`config.mk`:
```
export PLATFORM = sky130hd
export DESIGN_NAME = qpu_front
export DESIGN_NICKNAME = d
export VERILOG_FILES = /design/src/rtl/core/qpu_pkg.sv /design/src/rtl/core/qpu_front.sv
export SDC_FILE = /design/constraint.sdc
export NUM_CORES = 2
export LEC_CHECK = 0
export CAP_MARGIN = 30
export CELL_PAD_IN_SITES_DETAIL_PLACEMENT = 1
export CELL_PAD_IN_SITES_GLOBAL_PLACEMENT = 1
export CORE_MARGIN = 1.5
export CORE_UTILIZATION = 50
export CTS_CLUSTER_SIZE = 30
export DETAILED_ROUTE_END_ITERATION = 8
export DONT_BUFFER_PORTS = 1
export PLACE_DENSITY_LB_ADDON = 0.1
export SLEW_MARGIN = 30
export SYNTH_ARGS = -nofsm -noshare
export SYNTH_HDL_FRONTEND = slang
export SYNTH_SLANG_ARGS = --single-unit
```
`constraint.sdc`:
```
create_clock -name clk -period 10.5 [get_ports clk]
set_input_delay 0.525 -clock clk [delete_from_list [all_inputs] [get_ports clk]]
set_output_delay 0.525 -clock clk [all_outputs]
set_load 0.005 [all_outputs]
```
`src/rtl/core/qpu_pkg.sv`:
```
// ----------------------------------------------------------------------------
// qpu_pkg
// Types and constants shared by the quaternion pack / unpack pipeline.
// ----------------------------------------------------------------------------
package qpu_pkg;

  // command codes
  localparam logic CMD_ENCODE = 1'b0;
  localparam logic CMD_DECODE = 1'b1;

  // field layout of the packed word
  localparam int X_W  = 22;
  localparam int YZ_W = 21;

  // magnitude constants at scale 2^42 (unit squared) and its tolerance
  localparam logic [44:0] ONE_SQ = 45'h400_0000_0000;
  localparam logic [44:0] TOL_SQ = 45'h000_0040_0000;

  // radicand width (whole bit pairs) and root width
  localparam int RAD_W  = 46;
  localparam int ROOT_W = 23;
  localparam int REM_W  = 25;

  // number of square-root steps, one root bit each
  localparam int SQRT_STEPS = ROOT_W;

  // what every stage carries: the command and the word (encoded or packed input)
  typedef struct packed {
    logic        cmd;
    logic [63:0] word;
  } qpu_base_t;

  // front stage after the squares
  typedef struct packed {
    qpu_base_t   base;
    logic [42:0] sq_x;
    logic [42:0] sq_y;
    logic [42:0] sq_z;
  } qpu_sqr_t;

  // square-root stage payload
  typedef struct packed {
    qpu_base_t         base;
    logic              bad;
    logic [RAD_W-1:0]  rad;
    logic [REM_W-1:0]  rem;
    logic [ROOT_W-1:0] root;
  } qpu_sq_t;

  // finished item, as held for the output side
  typedef struct packed {
    qpu_base_t         base;
    logic              bad;
    logic [ROOT_W-1:0] root;
  } qpu_res_t;

endpackage

```
`src/rtl/core/qpu_front.sv`:
```
// ----------------------------------------------------------------------------
// qpu_front
// Encode, field squares and magnitude check: three register stages.
// ----------------------------------------------------------------------------
module qpu_front
  import qpu_pkg::*;
(
  input  logic               clk,
  input  logic               en,
  input  logic               cmd,
  input  logic        [63:0] packed_in,
  input  logic signed [23:0] w_in,
  input  logic signed [23:0] x_in,
  input  logic signed [23:0] y_in,
  input  logic signed [23:0] z_in,
  output qpu_sq_t            sq_o
);

  qpu_base_t   a_r, a_nxt;
  qpu_sqr_t    b_r, b_nxt;
  qpu_sq_t     c_nxt;
  qpu_sq_t     c_r;

  logic [23:0] xt, yt, zt;
  logic [23:0] xf, yf, zf;
  logic signed [21:0] xs, ys, zs;
  logic signed [43:0] px, py, pz;
  logic [44:0] sum;
  logic [44:0] diff;
  logic        near_one;
  logic        above;

  // stage A: truncate toward zero, flip on negative w, pack
  always_comb begin
    xt = 24'(x_in + 24'(x_in[23])) >>> 1;
    yt = 24'(y_in + (y_in[23] ? 24'sd3 : 24'sd0)) >>> 2;
    zt = 24'(z_in + (z_in[23] ? 24'sd3 : 24'sd0)) >>> 2;
    xt = {xt[22], xt[22:0]};
    yt = {{2{yt[21]}}, yt[21:0]};
    zt = {{2{zt[21]}}, zt[21:0]};
    if (w_in[23]) begin
      xf = 24'(~xt + 24'd1);
      yf = 24'(~yt + 24'd1);
      zf = 24'(~zt + 24'd1);
    end else begin
      xf = xt;
      yf = yt;
      zf = zt;
    end
    a_nxt.cmd  = cmd;
    a_nxt.word = (cmd == CMD_DECODE) ? packed_in
                                     : {xf[X_W-1:0], yf[YZ_W-1:0], zf[YZ_W-1:0]};
  end

  // stage B: squares of the fields at common scale 2^-21
  always_comb begin
    xs = a_r.word[63:42];
    ys = {a_r.word[41:21], 1'b0};
    zs = {a_r.word[20:0], 1'b0};
    px = xs * xs;
    py = ys * ys;
    pz = zs * zs;
    b_nxt.base = a_r;
    b_nxt.sq_x = px[42:0];
    b_nxt.sq_y = py[42:0];
    b_nxt.sq_z = pz[42:0];
  end

  // stage C: magnitude, tolerance band, radicand for the root
  always_comb begin
    sum      = 45'(b_r.sq_x) + 45'(b_r.sq_y) + 45'(b_r.sq_z);
    near_one = (sum > (ONE_SQ - TOL_SQ)) && (sum < (ONE_SQ + TOL_SQ));
    above    = sum >= (ONE_SQ + TOL_SQ);
    diff     = ONE_SQ - sum;
    c_nxt.base = b_r.base;
    c_nxt.rem  = '0;
    c_nxt.root = '0;
    if (b_r.base.cmd == CMD_DECODE && !near_one && !above) begin
      c_nxt.bad = 1'b0;
      c_nxt.rad = {diff[43:0], 2'b00};
    end else begin
      c_nxt.bad = (b_r.base.cmd == CMD_DECODE) && above;
      c_nxt.rad = '0;
    end
  end

  always_ff @(posedge clk) begin
    if (en) begin
      a_r <= a_nxt;
      b_r <= b_nxt;
      c_r <= c_nxt;
    end
  end

  assign sq_o = c_r;

endmodule

```
# Word level (Yosys, flattened, before mapping)
# Cells that the tools add are included.
[word_totals]
reg_bits = 367
in_bits = 163
out_inout_bits = 160
wordCells = 42
[classes]
addsub = 9
n_mul = 3
n_lt_le_gt_ge = 3
n_mux = 6
bitwise = 3
n_reduce_logical = 6
[op_table]
columns = ["op", "count"]
rows = [
  ["21-bit by 21-bit multiplier with 41-bit output", 2],
  ["64-bit two-way mux", 1],
  ["23-bit by 3-bit adder with 23-bit output", 2],
  ["44-bit by 43-bit adder with 45-bit output", 1],
  ["45-bit by 43-bit greater-or-equal comparator with 1-bit output (second input constant)", 1],
  ["45-bit by 42-bit greater-than comparator with 1-bit output (second input constant)", 1],
  ["45-bit by 43-bit less-than comparator with 1-bit output (second input constant)", 1],
  ["43-bit by 43-bit adder with 44-bit output", 1],
  ["43-bit by 44-bit subtractor with 44-bit output (first input constant)", 1],
  ["22-bit by 22-bit multiplier with 43-bit output", 1],
  ["21-bit by 1-bit adder with 21-bit output (second input constant)", 2],
  ["21-bit two-way mux", 2],
  ["21-bit inverter", 2],
  ["23-bit by 1-bit adder with 23-bit output", 1],
  ["22-bit by 1-bit adder with 22-bit output (second input constant)", 1],
  ["22-bit two-way mux", 1],
  ["22-bit inverter", 1],
  ["1-bit logical AND", 4],
  ["2-bit two-way mux", 2],
  ["1-bit logical NOT", 2],
]

# Depth between registers and ports, before layout
[depth]
ltp_word = 7
mapped_depth = 29
ltp_nobuf = 28

# Least setup slack after synthesis
# OpenSTA, ideal clock, no wires.
[synth_path]
path_type = "register to register"
startpoint = "register a_r[63] in the netlist's numbering"
endpoint = "register b_r[127] in the netlist's numbering, data pin"
setup_ns = 0.264
t_arrival_ns = 7.082
required_time_ns = 10.236
slack_ns = 3.155
stages_incl_launch_ff = 26
path_buffers = 2
synth_period_minus_slack_ns = 7.345
cell_sequence = "edfxtp_1 > clkbuf_1 > clkbuf_1 > nand2_1 > fa_1 > inv_1 > fa_1 > fa_1 > fa_1 > fa_1 > fa_1 > inv_1 > fa_1 > inv_1 > ha_1 > a21o_1 > a21o_1 > a21oi_1 > nor2b_1 > o21a_1 > a311oi_1 > o21ai_0 > o31ai_1 > o21ai_0 > a221oi_1 > xnor2_1"
[synth_between]
elab_chain_cells = 1
[synth_lines]
columns = ["item", "line", "text"]
rows = [
  ["start, declared", "qpu_front.sv:19", "qpu_base_t a_r, a_nxt;"],
  ["start signal, assigned", "qpu_front.sv:89", "a_r <= a_nxt;"],
  ["22-bit by 22-bit multiplier with 43-bit output", "qpu_front.sv:60", "px = xs * xs;"],
  ["via px[41]", "qpu_front.sv:27", "logic signed [43:0] px, py, pz;"],
  ["end signal, assigned", "qpu_front.sv:90", "b_r <= b_nxt;"],
  ["end, declared", "qpu_front.sv:20", "qpu_sqr_t b_r, b_nxt;"],
]
# The timed path passes the listed nets, and every way through them passes these cells.
# A chain may end at the register's enable or synchronous reset.

# Final worst setup path
[layout_path]
startpoint = "register a_r[53] in the netlist's numbering"
endpoint = "register b_r[128] in the netlist's numbering, data pin"
# Same word-level chain as after synthesis.

==> qor.csv <==
stage;metric;value;unit
outcome;status;complete, no violations;
synth;sequential share of the synthesized area;16.7;%
critical_path;required time of the critical path;10.87;ns
cts;CTS buffer count;47;
routing;initial drt markers;2000;
placement;placed cell count;8015;
routing;Via-to-Cell Ratio;5.30;
floorplan;Die W;361;um
final_layout;fin util;53.0;%
sta;Final Hold Viols;0;
sta;final setup fails;0;
grt;global-route wire length before repair;272000;um
final_layout;share of layout cells above drive strength 1;3.62;%
final_layout;FF+latch area;10800;um^2
synth;dominant cells by area after synthesis;fa_1 41%, edfxtp_1 17%, inv_1 10%;
synth;Main synth FF type;edfxtp_1;
cts;Clock Sink Count;358;
routing;Residual DRC;0;
floorplan;Die Ht;361;um
sta;max-slew violations;0;
sta;highest clock rate;119;MHz
placement;IO Port Bufs;0;
final_layout;number of fill cells in the layout;14131;
placement;RePlAce Congestion;0.859;
cts;H-tree levels;2;
routing;final wirelength;170000;um
grt;largest net degree at the start of global routing;348;
synth;Mean Syn Cell Area;9.91;um^2
critical_path;crit-path cells;and2_1, fa_1, inv_1, fa_1, fa_1, inv_1, fa_1, fa_1, fa_1, inv_1, fa_1, inv_1, ha_1, a21o_1, a21o_1, a21oi_1, o21ai_0, a21oi_1, o21ai_0, a211o_1, a21oi_1, o221ai_1, a21oi_1, xnor2_1;
sta;Fin Clk Skew;0.0522;ns
routing;via count;42952;
cts;clk buf depth;3;
routing;top sig layer;met5;
synth;number of synthesized flops with an enable pin;358;
grt;number of global-route vias before repair;49411;
placement;Post-DP HPWL;140000;um
critical_path;CP Class;reg -> reg;
critical_path;Critical Path Slowest Stage Cell;edfxtp_1;
final_layout;Layout Nets;8313;
routing;Routed Antenna Nets;0;
critical_path;max incr delay on CP;1.02;ns
cts;CTS tree;built;
floorplan;Die ar.;131000;um^2
synth;Synth cell types;94;
critical_path;crit-path most repeated cell;fa_1;
floorplan;Starting Density;50.4;%
critical_path;Data arrival, critical path;8.81;ns
synth;#FFs+latches synth;358;
final_layout;Area Overhead vs Synth;5.32;%
synth;area leader, netlist;fa_1;
sta;Hold WS;0.0478;ns
synth;Synth top area share;40.7;%
routing;metal2 WL;87000;um
grt;total grt overflow;0;
sta;fin crit period;8.44;ns
synth;Ys Warns;0;
cts;clock-pin slew on the worst setup and hold paths;0.07;ns
final_layout;area occupied by multi-input gates;46000;um^2
cts;Clock Latency Late Sink;0.68;ns
critical_path;startpoint types;flop;
routing;Wirelength per Cell;20.9;um
sta;setup repair after global routing missed its margin;false;
floorplan;core box area;128000;um^2
sta;Final period util;80.3;%
critical_path;Critical Path Fanout Max;18;
worst_hold_path;Hold Crit Class;in -> reg;
routing;Post-Route M1 WL;71600;um
routing;DR WL met3;6360;um
final_layout;Non-Filler Instances;8106;
floorplan;io pins;323;
cts;Root Driver;clkbuf_16;
grt;antenna violations before repair;2;
sta;sum of negative setup slack;0;ns
routing;Pre-antenna DRT Iters;5;
synth;asr flop ratio synth;0;%
sta;Worst Tran Pin Value;1.41;ns
sta;Slew HR;5.93;%
synth;Cell Area, Synth;64200;um^2
grt;GRT Total Usage;27.0;%
flow_run;Max Cap Viol;0;
critical_path;Worst setup EP type;flop;
cts;CTS resizes;0;
synth;Post-Syn Instances;6482;
floorplan;cell row count;131;
[through the flow]
stage	setup WS [ns]	area (um^2)
after floorplan	3.15	64400
after global placement	2.30	65800
after detailed placement	2.09	65900
after CTS	2.03	67600
after global routing	1.60	67600
final	2.06	67600
[area by class of cell]
type / instances / share of cell area [%]
well taps: 1662 / 3.07
multi-input cells: 4207 / 68.1
diodes: 2 / 0.00740
repair buffers: 78 / 0.886
clock buffers: 50 / 1.76
flip-flops and latches: 358 / 15.9
clock inverters: 35 / 0.807
inverters: 1714 / 9.51
[registers in the layout (all words and copies together), names as in the netlist]
name  flops
sq_o    109
a_r      65
b_r     184
[Yosys cell counts (56+ instances only)]
library cell and number:
a21o_1 86, xor2_1 104, nor2_1 259, ha_1 437
clkbuf_1 174, fa_1 1307, a21oi_1 142, nand2_1 594
inv_1 1710, edfxtp_1 358, buf_4 56, o21ai_0 137
nand3_1 60, xnor2_1 233, nor3_1 74, and2_1 220
[cells in the final DEF, fill, tap and decap left out, types with 27 or more instances in the layout]
cell type / synthesis / layout
clkbuf_16: 0 / 47
ha_1: 437 / 437
nand2_1: 594 / 594
o21a_1: 28 / 28
nor2_1: 259 / 259
o21ai_0: 137 / 137
edfxtp_1: 358 / 358
a211oi_1: 27 / 27
fa_1: 1307 / 1307
nand4_1: 28 / 28
buf_4: 56 / 73
a21oi_1: 142 / 142
and3_1: 35 / 35
a21o_1: 86 / 86
nand3_1: 60 / 60
xor2_1: 104 / 104
and2_1: 220 / 220
xnor2_1: 233 / 233
nand2b_1: 30 / 30
conb_1: 2 / 53
inv_1: 1710 / 1710
nor3_1: 74 / 74
[repair_timing]
action | 4_1_cts | 5_1_grt
endpoints found under the hold margin | 12 | 0
hold buffers | 4 | 0
buffers inserted | 0 | 0
[cell families after synthesis]
family,share of synthesized area [%]
other,0.0117
muxes,0.394
buffers and inverters,11.9
adders and majority gates,49.3
xor gates and xnor gates,4.62
AOI/OAI and AO/OA,6.08
DFF,16.7
and+or+nand+nor,11.0
[worst max-delay path, delay by kind of cell, from the launching register on]
kind,cells,cell delay [ns]
simple gates,1,0.35
xor+xnor,1,0.08
buf+inv,4,0.24
fa+ha+maj,8,3.87
flops,1,1.02
compound gates,10,2.54
[per-layer routing]
layer | vias up | global-route usage, %
li1 | 19458 | -
met1 | 22529 | 35.0
met2 | 761 | 48.3
met3 | 200 | 3.04
met4 | 4 | 7.04
met5 | - | 0
[final timing paths]
check                     start                   to  slack, ns  cells after the start
max           a_r[53]$_DFFE_PP_   b_r[128]$_DFFE_PP_       2.06                     24
min               packed_in[59]    a_r[59]$_DFFE_PP_       0.05                      2
max reg2reg   a_r[53]$_DFFE_PP_   b_r[128]$_DFFE_PP_       2.06                     24
min reg2reg  b_r[172]$_DFFE_PP_  sq_o[138]$_DFFE_PP_       0.42                      0
Power is not shown: default switching activity piles up to over one toggle a cycle in this logic, so the estimate is an artifact.
