`src/rtl/core/qpu_pkg.sv`:
```
// ----------------------------------------------------------------------------
// qpu_pkg
// Types and constants shared by the quaternion pack / unpack pipeline.
// ----------------------------------------------------------------------------
package qpu_pkg;

  // command codes
  localparam logic CMD_ENCODE = 1'b0;
  localparam logic CMD_DECODE = 1'b1;

  // field layout of the packed word
  localparam int X_W  = 22;
  localparam int YZ_W = 21;

  // magnitude constants at scale 2^42 (unit squared) and its tolerance
  localparam logic [44:0] ONE_SQ = 45'h400_0000_0000;
  localparam logic [44:0] TOL_SQ = 45'h000_0040_0000;

  // radicand width (whole bit pairs) and root width
  localparam int RAD_W  = 46;
  localparam int ROOT_W = 23;
  localparam int REM_W  = 25;

  // number of square-root steps, one root bit each
  localparam int SQRT_STEPS = ROOT_W;

  // what every stage carries: the command and the word (encoded or packed input)
  typedef struct packed {
    logic        cmd;
    logic [63:0] word;
  } qpu_base_t;

  // front stage after the squares
  typedef struct packed {
    qpu_base_t   base;
    logic [42:0] sq_x;
    logic [42:0] sq_y;
    logic [42:0] sq_z;
  } qpu_sqr_t;

  // square-root stage payload
  typedef struct packed {
    qpu_base_t         base;
    logic              bad;
    logic [RAD_W-1:0]  rad;
    logic [REM_W-1:0]  rem;
    logic [ROOT_W-1:0] root;
  } qpu_sq_t;

  // finished item, as held for the output side
  typedef struct packed {
    qpu_base_t         base;
    logic              bad;
    logic [ROOT_W-1:0] root;
  } qpu_res_t;

endpackage

```
`src/rtl/core/qpu_sqrt_step.sv`:
```
// ----------------------------------------------------------------------------
// qpu_sqrt_step
// One restoring square-root step: take two radicand bits, settle one root bit.
// ----------------------------------------------------------------------------
module qpu_sqrt_step
  import qpu_pkg::*;
(
  input  logic    clk,
  input  logic    en,
  input  qpu_sq_t d,
  output qpu_sq_t q
);

  qpu_sq_t          q_r, q_nxt;
  logic [REM_W+1:0] rem_sh;
  logic [REM_W+1:0] trial;

  always_comb begin
    rem_sh = {d.rem, d.rad[RAD_W-1 -: 2]};
    trial  = (REM_W+2)'({d.root, 2'b01});
    q_nxt      = d;
    q_nxt.rad  = {d.rad[RAD_W-3:0], 2'b00};
    if (rem_sh >= trial) begin
      q_nxt.rem  = REM_W'(rem_sh - trial);
      q_nxt.root = {d.root[ROOT_W-2:0], 1'b1};
    end else begin
      q_nxt.rem  = rem_sh[REM_W-1:0];
      q_nxt.root = {d.root[ROOT_W-2:0], 1'b0};
    end
  end

  // advance with the pipe
  always_ff @(posedge clk) begin
    if (en) begin
      q_r <= q_nxt;
    end
  end

  assign q = q_r;

endmodule

```
`config.mk`:
```
export PLATFORM = sky130hd
export DESIGN_NAME = qpu_sqrt_step
export DESIGN_NICKNAME = d
export VERILOG_FILES = /design/src/rtl/core/qpu_pkg.sv /design/src/rtl/core/qpu_sqrt_step.sv
export SDC_FILE = /design/constraint.sdc
export NUM_CORES = 1
export LEC_CHECK = 0
export ABC_AREA = 1
export BUFFER_PORTS_ARGS = -buffer_cell sky130_fd_sc_hd__buf_2
export CORE_MARGIN = 2
export CORE_UTILIZATION = 43
export CTS_CLUSTER_SIZE = 28
export DETAILED_ROUTE_END_ITERATION = 10
export PLACE_DENSITY = 0.89
export REMOVE_ABC_BUFFERS = 1
export SLEW_MARGIN = 5
export SYNTH_ARGS = -nofsm -noshare
export SYNTH_HDL_FRONTEND = slang
export SYNTH_SLANG_ARGS = --single-unit
```
`constraint.sdc`:
```
create_clock -name clk -period 1.9 [get_ports clk]
set_clock_uncertainty 0.1 [all_clocks]
set_input_delay 0.285 -clock clk [delete_from_list [all_inputs] [get_ports clk]]
set_output_delay 0.285 -clock clk [all_outputs]
set_load 0.02 [all_outputs]
```
[Word level (Yosys, flattened, before mapping)]
Cells that the tools add are included.
Storage, ports and cells
  bits in registers: 158
  bits in latches: 0
  bits in writable memories: 0
  memory bits (read-only): 0
  output and inout bits: 160
  memories kept: 0
Cells by class
  add/sub/neg operators: 1
  multiply operators: 0
  divide/modulo/power cells: 0
  magnitude comparators: 1
  equality and inequality tests: 0
  shift-type cells: 0
  muxes and demuxes: 1
  bitwise logic cells: 0
  reductions and logical operators: 0
Operators with widths (count)
  two-way mux 48 bit: 1
  >= comparator 27 x 25 -> 1 bit: 1
  subtractor 25 bit: 1

[Depth between registers and ports, before layout]
Gate-level depths: netlist of the first run.
  depth after elaboration: 2
  mapped depth: 14

[Worst setup path before layout of the first run]
No wires, ideal clock.
  path kind: input -> register
  start: in d[11] (netlist name)
  end: reg q_r, in the netlist q[43] (data pin)
  library setup time: 253 ps
  data arrival time: 1639 ps
  setup slack: -92 ps
  stages: 13
  path buffers: 1
  cell sequence: inv_1 -> ha_1 -> nand2_2 -> inv_2 -> nand2_1 -> nand2_1 -> nand2_1 -> nand2_1 -> a21oi_4 -> nand3_4 -> buf_6 -> nand2_1 -> nand2_1
RTL lines
  from (decl): RTL line qpu_sqrt_step.sv:10  | input qpu_sq_t d,
  to (signal assigned): RTL line qpu_sqrt_step.sv:35  | q_r <= q_nxt;
  to (decl): RTL line qpu_sqrt_step.sv:14  | qpu_sq_t q_r, q_nxt;

==> results of run 1 <==
==> through the flow <==
| step | utilization, % | total power, mW | hold slack (ns) | instances | setup TNS (ns) |
|---|---|---|---|---|---|
| final | 71.3 | 10.1 | 0.0368 | 1454 | 0 |
| after global routing | 71.3 | 10.4 | 0.0395 | 1454 | -0.00465 |
| after CTS | 71.0 | 10.0 | 0.0327 | 1453 | 0 |
| after detailed placement | 59.6 | 6.30 | 0.363 | 1294 | -8.71 |
| after global placement | 59.6 | 6.26 | 0.361 | 1294 | -8.05 |
| after floorplan | - | 5.33 | 0.284 | 660 | -9.67 |
==> cells in the mapped netlist <==
master and n:
and3_1 1, nand2_4 1, nand4_1 33, edfxtp_1 158, nand3_2 1, conb_1 1, nor2_4 1, nor2_1 28
xor2_1 10, nand3b_1 2, xnor2_1 1, nand2_2 3, inv_2 4, buf_4 2, or2_2 1, nor3b_2 1
a21oi_4 1, nand3_1 21, nor3_2 1, buf_2 6, a21oi_1 11, nand2_1 230, ha_1 25, nand3_4 1
o21ai_0 1, and2_1 2, nor3_1 2, inv_1 114, nor2_2 4, buf_6 2
==> critical path: stages <==
cell,delay [ns]
buf_2,0.09
inv_1,0.05
ha_1,0.34
nand2_1,0.14
nor2_2,0.18
inv_2,0.06
nor3b_2,0.20
nand3_2,0.16
buf_4,0.22
nand4_1,0.11
nand2_1,0.08
==> final cells by class <==
cell class / instances / area, µm²
Inverter: 118 / 443
Timing Repair Buffer: 542 / 3700
Clock inverter: 14 / 174
Antenna cell: 1 / 2.50
Clock buffer: 17 / 425
Multi-Input combinational cell: 384 / 1970
Sequential cell: 158 / 4740
Tap cell: 220 / 275
Fill cell: 1161 / 4730
==> kinds of logic after synthesis <==
kind of cell	Yosys count	synth area share (%)
AOI/OAI and AO/OA	13	1.06
xor gates and xnor gates	11	1.34
adders and majority gates	25	4.35
buffers and inverters	128	7.10
DFF	158	66.0
other	1	0.0522
and+or+nand+nor	333	20.1
==> per-layer routing <==
layer  part of all wire (%)  wire length [µm]
met1                     38             10200
met2                     50             13500
met3                    8.1              2210
met4                    4.5              1240
met5                   0.24                66
==> final timing paths <==
check  startpoint  cells past startpoint  slack [ns]  endpoint
min         d[19]                      2        0.04     q[20]
max          d[4]                     11        0.07     q[31]
==> cell usage in the layout, fill, tap and decap left out, types with 2 or more instances in the layout <==
cell type / Yosys / layout
a21oi_1: 11 / 10
conb_1: 1 / 2
bufinv_16: 0 / 2
inv_1: 114 / 114
nor2_1: 28 / 25
inv_2: 4 / 4
clkinvlp_4: 0 / 3
nand2_1: 230 / 229
nand3b_1: 2 / 2
clkbuf_16: 0 / 17
nand4_1: 33 / 33
buf_12: 0 / 8
nor2_2: 4 / 6
nand2_2: 3 / 4
dlygate4sd3_1: 0 / 128
inv_8: 0 / 2
inv_6: 0 / 5
nor2_4: 1 / 2
and2_1: 2 / 2
ha_1: 25 / 24
edfxtp_1: 158 / 158
nor3_1: 2 / 2
xor2_1: 10 / 10
nand3_1: 21 / 21
buf_2: 6 / 318
buf_4: 2 / 87
==> report_power, final <==
group	switching [mW]	internal (mW)
clock network	1.56	1.98
logic	1.30	0.927
registers	0.102	4.21
total	2.97	7.11
==> what timing repair did <==
item / CTS / global route
resized for setup: 0 / 7
hold buffers: 128 / 0
setup endpoints to repair: 0 / 25
hold endpoints to repair: 128 / 0
==> key figures, run 1 <==
Status
  – Outcome: finished clean

Power
  – Leakage power: 5.80 nW
  – Peak VDD IR: approximately 0.00069 V
  – Power density over cell area: ~860 mW/mm²

Clock tree
  – CTS tree: done
  – Clock Tree Root: clkbuf_16
  – Post-CTS Setup Inserts: 0
  – CTS Buf Count: 17
  – Number of H-tree levels: 4
  – CTS sink count: 158
  – Clock buffer depth: 2
  – Clk slew on worst S/H paths: around 0.070 ns

Logic synthesis
  – Flops & latches, synth: between 150 and 200
  – Count of cell types in the netlist: 30
  – Syn. warnings: 0
  – Top cells by area, synth: edfxtp_1 66%, nand2_1 12%, inv_1 6.0%
  – Synth Instances: 669
  – Sequential share of the synthesized area: about 66%
  – Synthesized cell area: roughly 0.0072 mm²
  – Largest area contributor in the netlist: edfxtp_1
  – Syn_area_per_cell: 10.7 µm²
  – Post-synth top area share: roughly 66%

Critical path
  – CP endpoint kind: flop
  – Crit Path Max Fanout: 11
  – CP Launch Type: input port
  – Arr. time, crit path: 1.91 ns
  – Required time worst endpoint: 1.98 ns
  – WS Path Type: in -> reg

Floorplanning
  – Die Y: roughly 130 µm
  – Cell Rows: between 40 and 50
  – Die area: between 0.015 and 0.02 mm²
  – I/O pin count: 322
  – Starting Density: 43.7%
  – Die X: 133 µm
  – CORE AREA: approximately 0.016 mm²

Global routing
  – Met2 Use GR: 52.1%
  – Grt met1 use: 36.0%
  – Initial antenna violation count: 6
  – Largest net degree at the start of global routing: 29
  – First-pass GRT wire length: 40.5 mm
  – Vias in the first global route: 7,104
  – GRT met3 Usage: 7.84%
  – Total grt overflow: 0
  – Overall Global Routing Usage: just over 30%
  – Most used routing layer: met2

Timing
  – Final max-slew violation count: 0
  – Tmin final: 1.83 ns
  – Final setup viols: 0
  – Setup slack after layout: 0.0686 ns
  – Period utilization: 96.4%
  – Count of final hold-check violations: 0
  – Fmax: 0.546 GHz

Finish
  – Area Overhead vs Synth: 63.2%
  – Number of nets in the layout: 1,408
  – Share of cells above drive strength 1: a little under two fifths
  – Fin area: 0.0117 mm²
  – Max reg flops: 158

Placed design
  – GPL Wtd Cong: 0.930
  – Post-DP HPWL: 18.1 mm
  – Placed cell areas: 0.00982 mm²
  – Pre-CTS setup slack: -0.376 ns
  – PortBufs: between 300 and 400

Route
  – Residual DRC: 0
  – Drt first pass iters: 5
  – Routed WL: 27.2 mm
  – Final antenna-violating net count: 0
  – WL/cell: 18.7 µm
  – Total number of vias: 7,125
  – Vias per cell: 4.90
  – Initial DRC Count: approximately 650

Flow run
  – Maxcap violations: 0

Worst hold path
  – Worst Hold Class: in -> reg
No activity file was read; power rests on OpenSTA's default activity.
==> inputs of run 2 (changes only) <==
--- a/config.mk
+++ b/config.mk
@@ -9,8 +9,8 @@
 export BUFFER_PORTS_ARGS = -buffer_cell sky130_fd_sc_hd__buf_2
 export CORE_MARGIN = 2
-export CORE_UTILIZATION = 43
+export CORE_UTILIZATION = 38
 export CTS_CLUSTER_SIZE = 28
 export DETAILED_ROUTE_END_ITERATION = 10
-export PLACE_DENSITY = 0.89
+export PLACE_DENSITY = 0.81
 export REMOVE_ABC_BUFFERS = 1
 export SLEW_MARGIN = 5
==> constraint.sdc (replaced) <==
create_clock -name clk -period 1.9 [get_ports clk]
set_clock_uncertainty 0.1 [all_clocks]
set_input_delay 0.095 -clock clk [delete_from_list [all_inputs] [get_ports clk]]
set_output_delay 0.095 -clock clk [all_outputs]
set_load 0.02 [all_outputs]
==> run 2 against run 1 <==
  * Via count down 2.2%
  * Sequential power barely moved
  * Routed wire length is 2.0% lower
  * Largest cell class unchanged
==> key figures, run 2 (same netlist as run 1, synthesis figures left out) <==
Status
  – Outcome: finished clean

Clock tree
  – CTS Buf Count: 17
  – CTS sink count: 158
  – Clk slew on worst S/H paths: 0.07 ns
  – Number of H-tree levels: 4
  – CTS tree: done
  – Clock buffer depth: 2
  – Clock Tree Root: clkbuf_16

Floorplanning
  – Die Y: 142 µm
  – Die X: 142 µm
  – Cell Rows: 50
  – Die area: 0.0200 mm²
  – Starting Density: 38.6%
  – I/O pin count: 322
  – CORE AREA: between 0.015 and 0.02 mm²

Power
  – Power density over cell area: 845 mW/mm²
  – Peak VDD IR: 0.000575 V
  – Total power: 9.99 mW
  – Leakage power: between 5 and 6 nW

Timing
  – RSZ-0062 raised after global routing: yes
  – Final setup viols: 0
  – Final max-slew violation count: 0
  – Tmin final: 1.80 ns
  – Count of final hold-check violations: 0
  – Fmax: 0.557 GHz
  – WHS: between 0.06 and 0.07 ns
  – Setup slack after layout: 0.105 ns
  – Period utilization: 94.5%

Route
  – Total number of vias: 6,965
  – WL/cell: 18.1 µm
  – Routed WL: roughly 27 mm
  – Initial DRC Count: roughly 430
  – Residual DRC: 0
  – Drt first pass iters: 5
  – Final antenna-violating net count: 0
  – Vias per cell: approximately 4.7

Critical path
  – Arr. time, crit path: 1.87 ns
  – Required time worst endpoint: 1.98 ns
  – Kind of cell adding the most delay to the critical path: buffers and inverters
  – CP Launch Type: input port
  – WP buf/inv: 4
  – WS Path Type: in -> reg
  – Crit Path Max Fanout: 5
  – CP endpoint kind: flop
  – CP dominant cell by count: nand2_1
  – Slowest cell on crit path: dlygate4sd3_1
  – Max stage delay on crit path: around 0.53 ns
  – Crit-path cells: dlygate4sd3_1 > buf_2 > inv_1 > ha_1 > inv_1 > nand2_1 > nand2_1 > nand3_1 > nand2_2 > nand2_1 > nand3_1 > nand2_1 > nand2_1 > nand2_1 > nand2_1

Global routing
  – Vias in the first global route: 6,993
  – Largest net degree at the start of global routing: between 40 and 50
  – First-pass GRT wire length: 38.8 mm
  – Overall Global Routing Usage: 26.0%
  – Total grt overflow: 0
  – Initial antenna violation count: 3

Placed design
  – Post-DP HPWL: 18.5 mm
  – PortBufs: ~320
  – Pre-CTS setup slack: -0.203 ns
  – GPL Wtd Cong: around 0.9

Worst hold path
  – Hold EP: q[35]
  – Hold Crit Start: d[33]
  – Worst Hold Class: in -> reg
  – Hold path cells: 4

Finish
  – Max reg flops: 158
  – Most common cell after layout, fill and taps aside: buf_2
  – Commonest non-fill, non-tap cells in the layout: 318 x buf_2, 229 x nand2_1, 158 x edfxtp_1, 157 x dlygate4sd3_1, 114 x inv_1
  – Share of cells above drive strength 1: 35.8%
  – Number of nets in the layout: 1,415
  – Area Overhead vs Synth: 64.4%

Flow run
  – Maxcap violations: 0
==> run 2: changes by cell type in the layout (fill, tap and decap cells not counted), moves of 3 or more <==
cell,previous run,this run
clkinv_8,1,5
buf_12,8,5
inv_8,2,5
buf_4,87,68
inv_6,5,1
dlygate4sd3_1,128,157
nor2_1,25,28
==> run 2: power breakdown <==
group | switching [mW] | internal, mW | total [mW]
Combinational | 1.27 | 0.914 | 2.19
Sequential | 0.0925 | 4.20 | 4.30
Clock | 1.71 | 1.80 | 3.50
Total | 3.07 | 6.92 | 9.99
==> run 2: tightest hold or removal path: cells and delay by family <==
family	cells	cell delay (ns)
buffers and inverters	2	0.23
and+or+nand+nor	2	0.15
==> run 2: routing by layer <==
layer	track usage, %	routed length (µm)	share of wire (%)	vias to the layer above
li1	-	-	-	3323
met1	29.7	10300	39	3295
met2	46.7	13600	51	285
met3	6.07	1730	6.5	58
met4	11.2	991	3.7	4
met5	0	22	0.083	-
==> run 2: through the flow <==
step / area [µm²] / util [%] / cells / setup TNS (ns)
after floorplan: 7130 / - / 660 / -4.73
after global placement: 9630 / 51.7 / 1286 / -4.67
after detailed placement: 9630 / 51.7 / 1286 / -4.56
after CTS: 11800 / 63.4 / 1475 / 0
after global routing: 11800 / 63.4 / 1476 / -0.00648
final: 11800 / 63.4 / 1476 / 0
==> run 2: final cells by class <==
| class | count | area (µm²) |
|---|---|---|
| antenna | 1 | 2.50 |
| clock buffer | 17 | 425 |
| clock inverter | 15 | 188 |
| fill | 1517 | 6820 |
| inverter | 118 | 443 |
| multi-input combinational | 384 | 1940 |
| sequential | 158 | 4740 |
| tap | 234 | 293 |
| timing repair buffer | 549 | 3780 |
==> run 2: worst max path at each step <==
| stage | startpoint | end | slack [ns] | cells past startpoint |
|---|---|---|---|---|
| finish | d[92] | q[39] | 0.10 | 15 |
| global route | d[92] | q[43] | -0.006 | 13 |
| CTS | d[92] | q[39] | 0.09 | 14 |
| detailed placement | d[16] | q[46] | -0.20 | 14 |
| global placement | d[16] | q[44] | -0.20 | 14 |
| floorplan | d[11] | q[34] | -0.20 | 12 |
==> run 2: timing repair <==
action,4_1_cts,5_1_grt
endpoints found under the hold margin,190,0
gates resized for setup,0,1
hold buffers,157,0
buffers inserted,0,0
endpoints found under the setup margin,0,4
